==> src/design/dedup_fault_log_store_macros.svh <==
// Assertion macros for the fault log store.
`ifndef DEDUP_FAULT_LOG_STORE_MACROS_SVH
`define DEDUP_FAULT_LOG_STORE_MACROS_SVH

`ifndef NO_ASSERTIONS
`define DFLS_ASSERT_IMPL(lbl, clk, rst_n, ante, cons) \
	lbl: assert property (@(posedge clk) disable iff (!(rst_n)) (ante) |-> (cons)) \
		else $error("fault log store: same-cycle check failed");
`define DFLS_ASSERT_NEXT(lbl, clk, rst_n, ante, cons) \
	lbl: assert property (@(posedge clk) disable iff (!(rst_n)) (ante) |=> (cons)) \
		else $error("fault log store: next-cycle check failed");
`else
`define DFLS_ASSERT_IMPL(lbl, clk, rst_n, ante, cons)
`define DFLS_ASSERT_NEXT(lbl, clk, rst_n, ante, cons)
`endif

`endif

==> src/design/dfls_pkg.sv <==
`default_nettype none

package dfls_pkg;

	localparam int DEPTH_DEF = 16;

	typedef enum logic [1:0] {
		OUT_PUSHED    = 2'd0,
		OUT_UPDATED   = 2'd1,
		OUT_DROPPED   = 2'd2,
		OUT_MALFORMED = 2'd3
	} outcome_t;

	typedef enum logic [3:0] {
		ST_IDLE   = 4'b0001,
		ST_SCAN   = 4'b0010,
		ST_OLD    = 4'b0100,
		ST_DECIDE = 4'b1000
	} state_t;

	typedef struct packed {
		logic [7:0]  loc;
		logic [7:0]  code;
		logic [31:0] ts;
	} entry_t;

	typedef struct packed {
		logic load;
		logic scan_rd;
		logic old_rd;
		logic commit;
	} ctrl_cmd_t;

	typedef struct packed {
		logic rem_zero;
		logic rem_one;
	} ctrl_sts_t;

endpackage

`default_nettype wire

==> src/design/dedup_fault_log_store.sv <==
// Deduplicating fault log. A request is taken when start is high and busy is low; the
// block then reads every stored entry once through its single memory read port, newest
// first, reads the oldest slot, and decides. The result appears on outcome, entry_count
// and slot_touched, flagged by done for exactly one cycle, in the same cycle that busy
// falls; there is no back-pressure, so the receiver must capture it in that cycle.
// priority_timeout is written through cfg_valid, which is always ready; the user must
// write it only while the block is idle, as the block itself does not enforce this.
`default_nettype none

`include "dedup_fault_log_store_macros.svh"

module dedup_fault_log_store #(
	parameter int DEPTH = dfls_pkg::DEPTH_DEF
) (
	input  logic        clk,
	input  logic        arst_n,
	input  logic        start,
	output logic        busy,
	input  logic [7:0]  error_location,
	input  logic [6:0]  error_code,
	input  logic        priority_req,
	input  logic [31:0] timestamp,
	input  logic        cfg_valid,
	output logic        cfg_ready,
	input  logic [31:0] priority_timeout,
	output logic        done,
	output logic [1:0]  outcome,
	output logic [4:0]  entry_count,
	output logic [3:0]  slot_touched
);

	dfls_pkg::ctrl_cmd_t cmd;
	dfls_pkg::ctrl_sts_t sts;
	logic                res_no_slot;

	assign cfg_ready = 1'b1;

	dfls_ctrl u_ctrl (
		.clk    (clk),
		.arst_n (arst_n),
		.start  (start),
		.sts    (sts),
		.cmd    (cmd),
		.busy   (busy)
	);

	dfls_datapath #(
		.DEPTH (DEPTH)
	) u_datapath (
		.clk            (clk),
		.arst_n         (arst_n),
		.cmd            (cmd),
		.sts            (sts),
		.error_location (error_location),
		.error_code     (error_code),
		.priority_req   (priority_req),
		.timestamp      (timestamp),
		.cfg_wr         (cfg_valid && cfg_ready),
		.cfg_data       (priority_timeout),
		.done           (done),
		.outcome        (outcome),
		.entry_count    (entry_count),
		.slot_touched   (slot_touched)
	);

	assign res_no_slot = done &&
		(outcome inside {dfls_pkg::OUT_DROPPED, dfls_pkg::OUT_MALFORMED});

	`DFLS_ASSERT_NEXT(a_start_busy, clk, arst_n, start && !busy, busy)
	`DFLS_ASSERT_IMPL(a_done_idle, clk, arst_n, done, !busy && $past(busy))
	`DFLS_ASSERT_IMPL(a_no_slot_unwritten, clk, arst_n, res_no_slot, slot_touched == 4'd0)
	`DFLS_ASSERT_NEXT(a_decide_done, clk, arst_n, cmd.commit, done)

endmodule

`default_nettype wire

==> src/design/dfls_ctrl.sv <==
`default_nettype none

module dfls_ctrl (
	input  logic                  clk,
	input  logic                  arst_n,
	input  logic                  start,
	input  dfls_pkg::ctrl_sts_t   sts,
	output dfls_pkg::ctrl_cmd_t   cmd,
	output logic                  busy
);

	dfls_pkg::state_t state_q;
	dfls_pkg::state_t state_nxt;

	always_comb begin
		state_nxt = state_q;
		case (state_q)
			dfls_pkg::ST_IDLE: begin
				if (start) begin
					state_nxt = dfls_pkg::ST_SCAN;
				end
			end
			dfls_pkg::ST_SCAN: begin
				if (sts.rem_zero || sts.rem_one) begin
					state_nxt = dfls_pkg::ST_OLD;
				end
			end
			dfls_pkg::ST_OLD: begin
				state_nxt = dfls_pkg::ST_DECIDE;
			end
			dfls_pkg::ST_DECIDE: begin
				state_nxt = dfls_pkg::ST_IDLE;
			end
			default: begin
				state_nxt = dfls_pkg::ST_IDLE;
			end
		endcase
	end

	always_ff @(posedge clk or negedge arst_n) begin
		if (!arst_n) begin
			state_q <= dfls_pkg::ST_IDLE;
		end else begin
			state_q <= state_nxt;
		end
	end

	assign busy        = (state_q != dfls_pkg::ST_IDLE);
	assign cmd.load    = (state_q == dfls_pkg::ST_IDLE) && start;
	assign cmd.scan_rd = (state_q == dfls_pkg::ST_SCAN) && !sts.rem_zero;
	assign cmd.old_rd  = (state_q == dfls_pkg::ST_OLD);
	assign cmd.commit  = (state_q == dfls_pkg::ST_DECIDE);

endmodule

`default_nettype wire

==> src/design/dfls_datapath.sv <==
`default_nettype none

module dfls_datapath #(
	parameter int DEPTH = dfls_pkg::DEPTH_DEF
) (
	input  logic                  clk,
	input  logic                  arst_n,
	input  dfls_pkg::ctrl_cmd_t   cmd,
	output dfls_pkg::ctrl_sts_t   sts,
	input  logic [7:0]            error_location,
	input  logic [6:0]            error_code,
	input  logic                  priority_req,
	input  logic [31:0]           timestamp,
	input  logic                  cfg_wr,
	input  logic [31:0]           cfg_data,
	output logic                  done,
	output logic [1:0]            outcome,
	output logic [4:0]            entry_count,
	output logic [3:0]            slot_touched
);

	localparam int SW = $clog2(DEPTH);
	localparam int CW = $clog2(DEPTH + 1);
	localparam logic [SW-1:0] SLOT_LAST = SW'(DEPTH - 1);
	localparam logic [CW-1:0] CNT_FULL  = CW'(DEPTH);

	dfls_pkg::entry_t   mem_q [DEPTH];
	dfls_pkg::entry_t   rd_q;
	dfls_pkg::entry_t   ev_q;
	logic [31:0]        tmo_q;
	logic [SW-1:0]      newest_q;
	logic [SW-1:0]      scan_q;
	logic [SW-1:0]      best_slot_q;
	logic [SW-1:0]      cmp_slot_s1;
	logic               cmp_vld_s1;
	logic [CW-1:0]      count_q;
	logic [CW-1:0]      rem_q;
	logic [1:0]         match_q;
	logic [31:0]        best_ts_q;
	logic               done_q;
	dfls_pkg::outcome_t outcome_q;
	logic [4:0]         count_out_q;
	logic [3:0]         touched_q;

	logic [SW-1:0]      oldest;
	logic [SW-1:0]      scan_prev;
	logic [SW-1:0]      rd_addr;
	logic               hit;
	logic               full;
	logic [31:0]        age;
	logic               guard;
	logic               wr_en;
	logic [SW-1:0]      wr_addr;
	dfls_pkg::outcome_t outcome_nxt;
	logic [SW-1:0]      res_slot;
	logic               push;
	logic [CW-1:0]      count_nxt;
	logic [SW+3:0]      slot_ext;
	logic [CW+4:0]      count_ext;

	assign oldest    = (newest_q == SLOT_LAST) ? '0 : newest_q + 1'b1;
	assign scan_prev = (scan_q == '0) ? SLOT_LAST : scan_q - 1'b1;
	assign rd_addr   = cmd.old_rd ? oldest : scan_q;
	assign hit       = cmp_vld_s1 && (rd_q.loc == ev_q.loc) && (rd_q.code == ev_q.code);
	assign full      = (count_q == CNT_FULL);
	assign age       = ev_q.ts - rd_q.ts;
	assign guard     = full && rd_q.code[7] && (age < tmo_q);

	assign sts.rem_zero = (rem_q == '0);
	assign sts.rem_one  = (rem_q == CW'(1));

	always_comb begin
		wr_en       = 1'b0;
		wr_addr     = oldest;
		outcome_nxt = dfls_pkg::OUT_MALFORMED;
		res_slot    = '0;
		if (match_q <= 2'd1) begin
			if (!guard) begin
				wr_en       = cmd.commit;
				outcome_nxt = dfls_pkg::OUT_PUSHED;
				res_slot    = oldest;
			end else begin
				outcome_nxt = dfls_pkg::OUT_DROPPED;
			end
		end else if (match_q == 2'd2) begin
			wr_en       = cmd.commit;
			wr_addr     = best_slot_q;
			outcome_nxt = dfls_pkg::OUT_UPDATED;
			res_slot    = best_slot_q;
		end
	end

	assign push      = (outcome_nxt == dfls_pkg::OUT_PUSHED);
	assign count_nxt = (push && !full) ? count_q + 1'b1 : count_q;
	assign slot_ext  = {4'b0, res_slot};
	assign count_ext = {5'b0, count_nxt};

	// matched entries carry the event's location and code, so an update rewrites the whole entry
	always_ff @(posedge clk) begin
		if (wr_en) begin
			mem_q[wr_addr] <= ev_q;
		end
		rd_q <= mem_q[rd_addr];
	end

	always_ff @(posedge clk or negedge arst_n) begin
		if (!arst_n) begin
			tmo_q      <= '0;
			newest_q   <= '0;
			count_q    <= '0;
			rem_q      <= '0;
			scan_q     <= '0;
			cmp_vld_s1 <= 1'b0;
			match_q    <= '0;
			done_q     <= 1'b0;
		end else begin
			cmp_vld_s1 <= cmd.scan_rd;
			done_q     <= cmd.commit;
			if (cfg_wr) begin
				tmo_q <= cfg_data;
			end
			if (cmd.load) begin
				match_q <= '0;
				rem_q   <= count_q;
				scan_q  <= newest_q;
			end
			if (cmd.scan_rd) begin
				rem_q  <= rem_q - 1'b1;
				scan_q <= scan_prev;
			end
			if (hit && (match_q != 2'd3)) begin
				match_q <= match_q + 1'b1;
			end
			if (cmd.commit && push) begin
				newest_q <= oldest;
				count_q  <= count_nxt;
			end
		end
	end

	always_ff @(posedge clk) begin
		if (cmd.load) begin
			ev_q.loc  <= error_location;
			ev_q.code <= {priority_req, error_code};
			ev_q.ts   <= timestamp;
		end
		cmp_slot_s1 <= scan_q;
		// strictly later time wins, so on a tie the newer entry seen first stays
		if (hit && ((match_q == 2'd0) || (rd_q.ts > best_ts_q))) begin
			best_slot_q <= cmp_slot_s1;
			best_ts_q   <= rd_q.ts;
		end
		if (cmd.commit) begin
			outcome_q   <= outcome_nxt;
			count_out_q <= count_ext[4:0];
			touched_q   <= slot_ext[3:0];
		end
	end

	assign done         = done_q;
	assign outcome      = outcome_q;
	assign entry_count  = count_out_q;
	assign slot_touched = touched_q;

endmodule

`default_nettype wire
==> config.mk <==
export PLATFORM = sky130hd
export DESIGN_NAME = dedup_fault_log_store
export DESIGN_NICKNAME = d
export VERILOG_FILES = /design/src/design/dfls_pkg.sv /design/src/design/dedup_fault_log_store.sv /design/src/design/dfls_ctrl.sv /design/src/design/dfls_datapath.sv
export VERILOG_INCLUDE_DIRS = /design/src /design/src/design
export SDC_FILE = /design/constraint.sdc
export NUM_CORES = 1
export LEC_CHECK = 0
export BUFFER_PORTS_ARGS = -buffer_cell sky130_fd_sc_hd__buf_2
export CORE_UTILIZATION = 56
export CTS_CLUSTER_SIZE = 30
export DETAILED_ROUTE_END_ITERATION = 6
export HOLD_SLACK_MARGIN = 0.05
export PLACE_DENSITY = 0.75
export SLEW_MARGIN = 10
export SYNTH_ARGS = -nofsm -noshare
export SYNTH_HDL_FRONTEND = slang
export SYNTH_SLANG_ARGS = --single-unit
==> constraint.sdc <==
create_clock -name clk -period 9.9 [get_ports clk]
set_input_delay 0.495 -clock clk [delete_from_list [all_inputs] [get_ports clk]]
set_output_delay 0.495 -clock clk [all_outputs]
set_load 0.01 [all_outputs]
After elaboration in Yosys (flattened, before gate mapping) --
Memory sizes are Yosys's and may differ from the RTL's. A register that Yosys moved wholly into a read port is not among the register bits. Cells that the tools add are included.
Storage, ports and cells: bits in registers 157, bits in writable memories 768, bits of input ports 84, output and inout bits 14, memories 1
Memories:
- u_datapath.mem_q | words 16, bits a word 48, read ports 1, clocked after Yosys merged registers in 1, wr ports 1, RTL line dfls_datapath.sv:27 | dfls_pkg::entry_t mem_q [DEPTH];
Operators by class: add/subtract/negate cells 6, $lt $le $gt $ge 3, equal/unequal tests 14, mux-type cells 26, reduce and logical (&&, ||, !) cells 21
Operator list (count):
- 2-to-1 mux 4 bit | 12
- greater-than comparator 32 bit | 1
- less-than comparator 32 bit | 1
- subtractor 32 bit | 1
- == test 8 bit | 2
- 2-to-1 mux 5 bit | 3
- one-hot mux 4 bit (3 select lines) | 1
- logical AND 1 bit | 10
- 2-to-1 mux 2 bit | 5
- == test 4 bit, second input constant | 2
- adder 5 x 1 -> 5 bit, second input constant | 1
- == test 5 x 1 -> 1 bit, second input constant | 1
- == test 5 bit, second input constant | 1
- logical NOT 5 bit | 1
- 2-to-1 mux 1 bit | 5
- subtractor 5 x 1 -> 5 bit, second input constant | 1
- adder 4 x 1 -> 4 bit, second input constant | 1
- == test 4 x 1 -> 1 bit, second input constant | 1
- == test 4 x 2 -> 1 bit, second input constant | 1
- == test 4 x 3 -> 1 bit, second input constant | 1
- logical NOT 2 bit | 2
- logical NOT 4 bit | 1
- inequality test 2 bit, second input constant | 2
- inequality test 4 x 1 -> 1 bit, second input constant | 1
- 9 further kinds | 12

Logic depth before layout (Yosys ltp) --
word-level depth 8, gate-level depth with buffers 23, depth with buffers taken out 23

Cells and area by module --
A second synthesis with hierarchy kept.
Second synthesis, totals: cells, all modules 2161, area total of the unflattened synthesis 39430.3 sq um
By module, submodules not included:
- dfls_datapath | times used 1, cells each 2137, area each 39186.3 sq um, seq. area each 28307.1 sq um
- dfls_ctrl | times used 1, cells each 22, area each 232.7 sq um, seq. area each 101.3 sq um
- dedup_fault_log_store | times used 1, cells each 2, area each 11.3 sq um, seq. area each 0.0 sq um

Worst setup path after synthesis --
OpenSTA, ideal clock, no wires.
path kind register to register, start reg u_datapath.ev_q[0] (netlist name), end mem u_datapath.mem_q[11][0] (netlist name) (enable), library setup time 0.573 ns, data arrival time 8.883 ns, slack 0.444 ns, stages on the path, launching flop included 20, buffers on the path 0, cell sequence edfxtp_1 inv_1 ha_1 inv_1 fa_1 a21oi_1 o22ai_1 a311o_1 o2bb2ai_1 a211o_1 a41oi_2 a221oi_1 xor2_1 ha_1 nand4_1 or2_2 o221a_2 nand2_1 a32oi_1 nor4_1
Between the ends: word-level cells in the longest chain between the ends 7
RTL lines:
- from (decl) | RTL line dfls_datapath.sv:29 | dfls_pkg::entry_t ev_q;
- subtractor 32 bit | RTL line dfls_datapath.sv:66 | assign age = ev_q.ts - rd_q.ts;
- less-than comparator 32 bit | RTL line dfls_datapath.sv:67 | assign guard = full && rd_q.code[7] && (age < tmo_q);
- logical AND 1 bit | RTL line dfls_datapath.sv:67
- 2-to-1 mux 1 bit | RTL line dfls_datapath.sv:78 | if (!guard) begin
- 2-to-1 mux 1 bit | RTL line dfls_datapath.sv:77 | if (match_q <= 2'd1) begin
- 2-to-1 mux 1 bit | RTL line dfls_datapath.sv:100 | if (wr_en) begin
- 2-to-1 mux 1 bit (implied by the code) | RTL line dfls_datapath.sv:101 | mem_q[wr_addr] <= ev_q;
- to (decl) | RTL line dfls_datapath.sv:27
No other way between the ends.

Worst setup path after layout --
start reg u_datapath.ev_q[0] (netlist name), end mem u_datapath.mem_q[5][35] (netlist name) (enable)
Same word-level chain as after synthesis.

==> summary.md <==
| Metric | Value |
|---|---|
| DRT iter0 DRCs | 2131 |
| Die Wd | ~270 um |
| Worst slew margin | 0.242 |
| Post-layout min period | 6.80 ns |
| CTS sink count | 973 |
| Area leader, netlist | edfxtp_1 |
| Final slew viol count | 0 |
| Mapped Avg Cell Area | 18.2 sq um |
| Root Driver | clkbuf_16 |
| R2R Setup Slk | 3.10 ns |
| #FFs+latches synth | 973 |
| Vias | 20492 |
| Sequential share of power | 0.443 |
| Fmax | about 150 MHz |
| DP HPWL | 46700 um |
| Total CTS buffers | 94 |
| Wire per inst | 24.7 um |
| Worst path buffer plus inverter count | 4 |
| Synth-to-Final Area Change | 13.6% |
| Antenna violations before repair | 0 |
| Worst vdd ir | 0.000235 V |
| Insertion delay to the later sink of the worst-skew pair | ~0.67 ns |
| # port buffers | 96 |
| Post-route ant nets | 0 |
| Unrepaired setup endpoints after global routing | no |
| Post-CTS setup buffers | 0 |
| Most frequent cells in the layout | edfxtp_1 (863), mux4_2 (192), inv_1 (119) |
| Mapped Area | 0.0393 sq mm |
| Final hold slack | 0.0753 ns |
| Post-Synthesis Cells | between 2000 and 2500 |
| Top cells by area, synth | edfxtp_1 (66%), mux4_2 (11%), dfrtp_1 (3.6%) |
| Count of cell types in the netlist | 65 |
| Worst min-delay path class | in2reg |
| First-pass GRT wire length | 126000 um |
| Worst path arrival time | just over 7 ns |
| Final hold vios | 0 |
| Drt first pass iters | 6 |
| Register-to-Register Path Depth | 22 |
| Crit. End Element | register |
| Worst-path clk slew | 0.06 ns |
| Pwr dens | about 260 mW/mm^2 |
| Total die area | 0.0713 sq mm |
| Outcome | complete, no violations |
| Worst EP required | 10.19 ns |
| CTS hold repair buffers | 50 |
| Clock Power Share | 0.311 |
| FFs w/ async S/R, synth | 0.0596 |
| Vias in the first global route | 21125 |
| Nets | 2540 |
| Most common cell after layout, fill and taps aside | edfxtp_1 |
| CP delay by family, top | compound AO/OA/AOI/OAI gates |
| Yosys top cell area share | 0.659 |
| Rows | 96 |
| Initial Util | 0.569 |
| Final period utilization | 0.687 |
| Reg2reg start | u_datapath.ev_q[0] |
| Final Skew | 0.0684 ns |
| CTS-repair resized insts | 0 |
| Hold Crit Start | priority_timeout[18] |
| YS warnings | 0 |
| Crit-path max FO | 28 |
| Worst hold path endpoint | u_datapath.tmo_q[18] |
| TritonCTS clock tree | built |
| Pin count of the biggest net entering global routing | 125 |
| Critical-path cell list | inv_1, ha_1, inv_1, fa_1, a21oi_1, o22ai_1, a311o_1, o2bb2ai_1, a211o_1, a41oi_2, nand2b_1, a21oi_1, xnor2_1, ha_1, nand4_1, or2_2, o221a_2, nand2_1, a32oi_1, buf_4, nor2_4, buf_4 |
| Slowest cell on the critical path | nor2_4 |
| TNS Setup | 0 ns |
| Core area | 0.0691 sq mm |
| Crit-path max cell delay | 0.72 ns |
| Die H | 267 um |
| Pint | 8340 uW |
| Total GRT Usage | 0.239 |
| Switch share | 0.293 |
| CP Class | reg2reg |
| Leak pwr | 0.0157 uW |
| Worst slew pin tran | 1.14 ns |
| Sequential area share after synthesis | 0.723 |
| Startpoint Class | register |
| Bufs on Longest Clock Path | 3 |
| Predominant post-synthesis flop cell | edfxtp_1 |
| Ant diodes | 0 |
| Comb power frac | 0.246 |
| Layout cells sized above 1 | 0.202 |
| WL final | 83200 um |
| Residual DRC count | 0 |
| Remaining Overflow, GRT | 0 |
| Ports | 98 |
| MaxCap Viol Count | 0 |
| Switch Pwr | around 3500 uW |
| FF-to-FF End | u_datapath.mem_q[5][35] |
| Syn Nets | 2351 |
| Placer Congestion | 0.868 |
| Cell count of the worst hold path | 3 |
| H-tree levels | 3 |
| Final Setup Violations | 0 |
| Vias per std cell | 6.10 |
| Post-synth EDFFs | 863 |
-- synthesized netlist by cell type (all sizes together), types with 3 or more instances --
master / count
mux4: 192
nand2: 68
clkbuf: 46
nor4: 9
a221o: 3
nor3b: 5
a22o: 3
or3: 5
nand3b: 3
o31a: 4
a21o: 37
nand2b: 7
nand4: 16
nor3: 13
buf: 41
a31oi: 5
o211ai: 5
xor2: 21
and2: 5
xnor2: 32
dfxtp: 52
mux2i: 51
a21boi: 3
nor2: 44
ha: 105
a21oi: 104
nor2b: 54
edfxtp: 863
nand3: 21
inv: 120
dfrtp: 57
a211oi: 51
mux2: 6
o21a: 8
o21ai: 68
-- registers in the layout, summed over array words and instances, names as in the netlist --
signal,count
u_datapath.tmo_q,32
u_datapath.best_slot_q,4
u_datapath.cmp_slot_s1,4
u_datapath.rd_q,48
u_datapath.slot_touched,4
u_datapath.match_q,2
u_datapath.rem_q,5
u_datapath.best_ts_q,32
u_datapath.newest_q,4
u_datapath.scan_q,4
u_datapath.mem_q,768
u_datapath.entry_count,5
u_datapath.ev_q,48
u_datapath.outcome,2
u_datapath.cmp_vld_s1,1
u_datapath.count_q,5
u_datapath.done,1
u_ctrl.state_q,4
-- layer usage --
layer  wire, um  up-vias  track usage
met3       6130      133       0.0401
met4       1920        0       0.0685
met5          0        -            0
met1      34800    10596        0.339
li1           -     8914            -
met2      40300      849        0.386
-- cell families after synthesis --
family,Yosys count,synth area share
flops,973,0.723
mux,249,0.125
buf+inv,207,0.0230
compound gates,312,0.0497
xor+xnor,53,0.0118
other cells,1,0.0000954
simple gates,260,0.0343
fa+ha+maj,106,0.0339
-- worst max path at each step --
stage	from	end	slack, ns	cells after the start
floorplan	u_datapath.ev_q[0]	u_datapath.mem_q[11][0]	0.44	19
global placement	u_datapath.ev_q[0]	u_datapath.mem_q[5][36]	3.34	22
detailed placement	u_datapath.ev_q[0]	u_datapath.mem_q[3][34]	3.19	22
CTS	u_datapath.ev_q[0]	u_datapath.mem_q[5][35]	3.06	22
global route	u_datapath.ev_q[0]	u_datapath.mem_q[5][35]	2.67	22
finish	u_datapath.ev_q[0]	u_datapath.mem_q[5][35]	3.10	22
-- power by group through the flow --
| stage | Combinational, uW | Sequential, uW | Clock [uW] |
|---|---|---|---|
| finish | 2900 | 5220 | 3670 |
| global route | 3210 | 5250 | 3880 |
| global placement | 2780 | 5270 | 0 |
| CTS | 2910 | 5220 | 3730 |
| detailed placement | 2870 | 5300 | 0 |
| floorplan | 2200 | 5140 | 0 |
-- worst register-to-register path, cell delays in order (launching register included) --
cell and delay (ns):
edfxtp_1 0.61, inv_1 0.18, ha_1 0.19, inv_1 0.06
fa_1 0.40, a21oi_1 0.24, o22ai_1 0.18, a311o_1 0.47
o2bb2ai_1 0.22, a211o_1 0.40, a41oi_2 0.28, nand2b_1 0.09
a21oi_1 0.19, xnor2_1 0.09, ha_1 0.28, nand4_1 0.12
or2_2 0.32, o221a_2 0.31, nand2_1 0.11, a32oi_1 0.12
buf_4 0.23, nor2_4 0.72, buf_4 0.60
-- final cells by class --
cell class              count  area, sq um
clock inverters            44          603
inverters                 120          452
well taps                 931         1160
clock buffers             132         2610
flip-flops and latches    973        28400
fillers                  4529        24400
repair buffers            180         1270
multi-input cells         981        10200
-- stage by stage --
stage          cell area, sq um  instances  utilization  power, uW  setup WS (ns)
4_1_cts                   44700       3361        0.647      11900           3.06
2_1_floorplan             39300       2161            -       7340          0.444
3_3_place_gp              41000       3135        0.593       8060           3.34
6_report                  44700       3361        0.647      11800           3.10
5_1_grt                   44700       3361        0.647      12300           2.67
3_5_place_dp              41000       3135        0.593       8170           3.19
(Power assumes the default switching activity.)
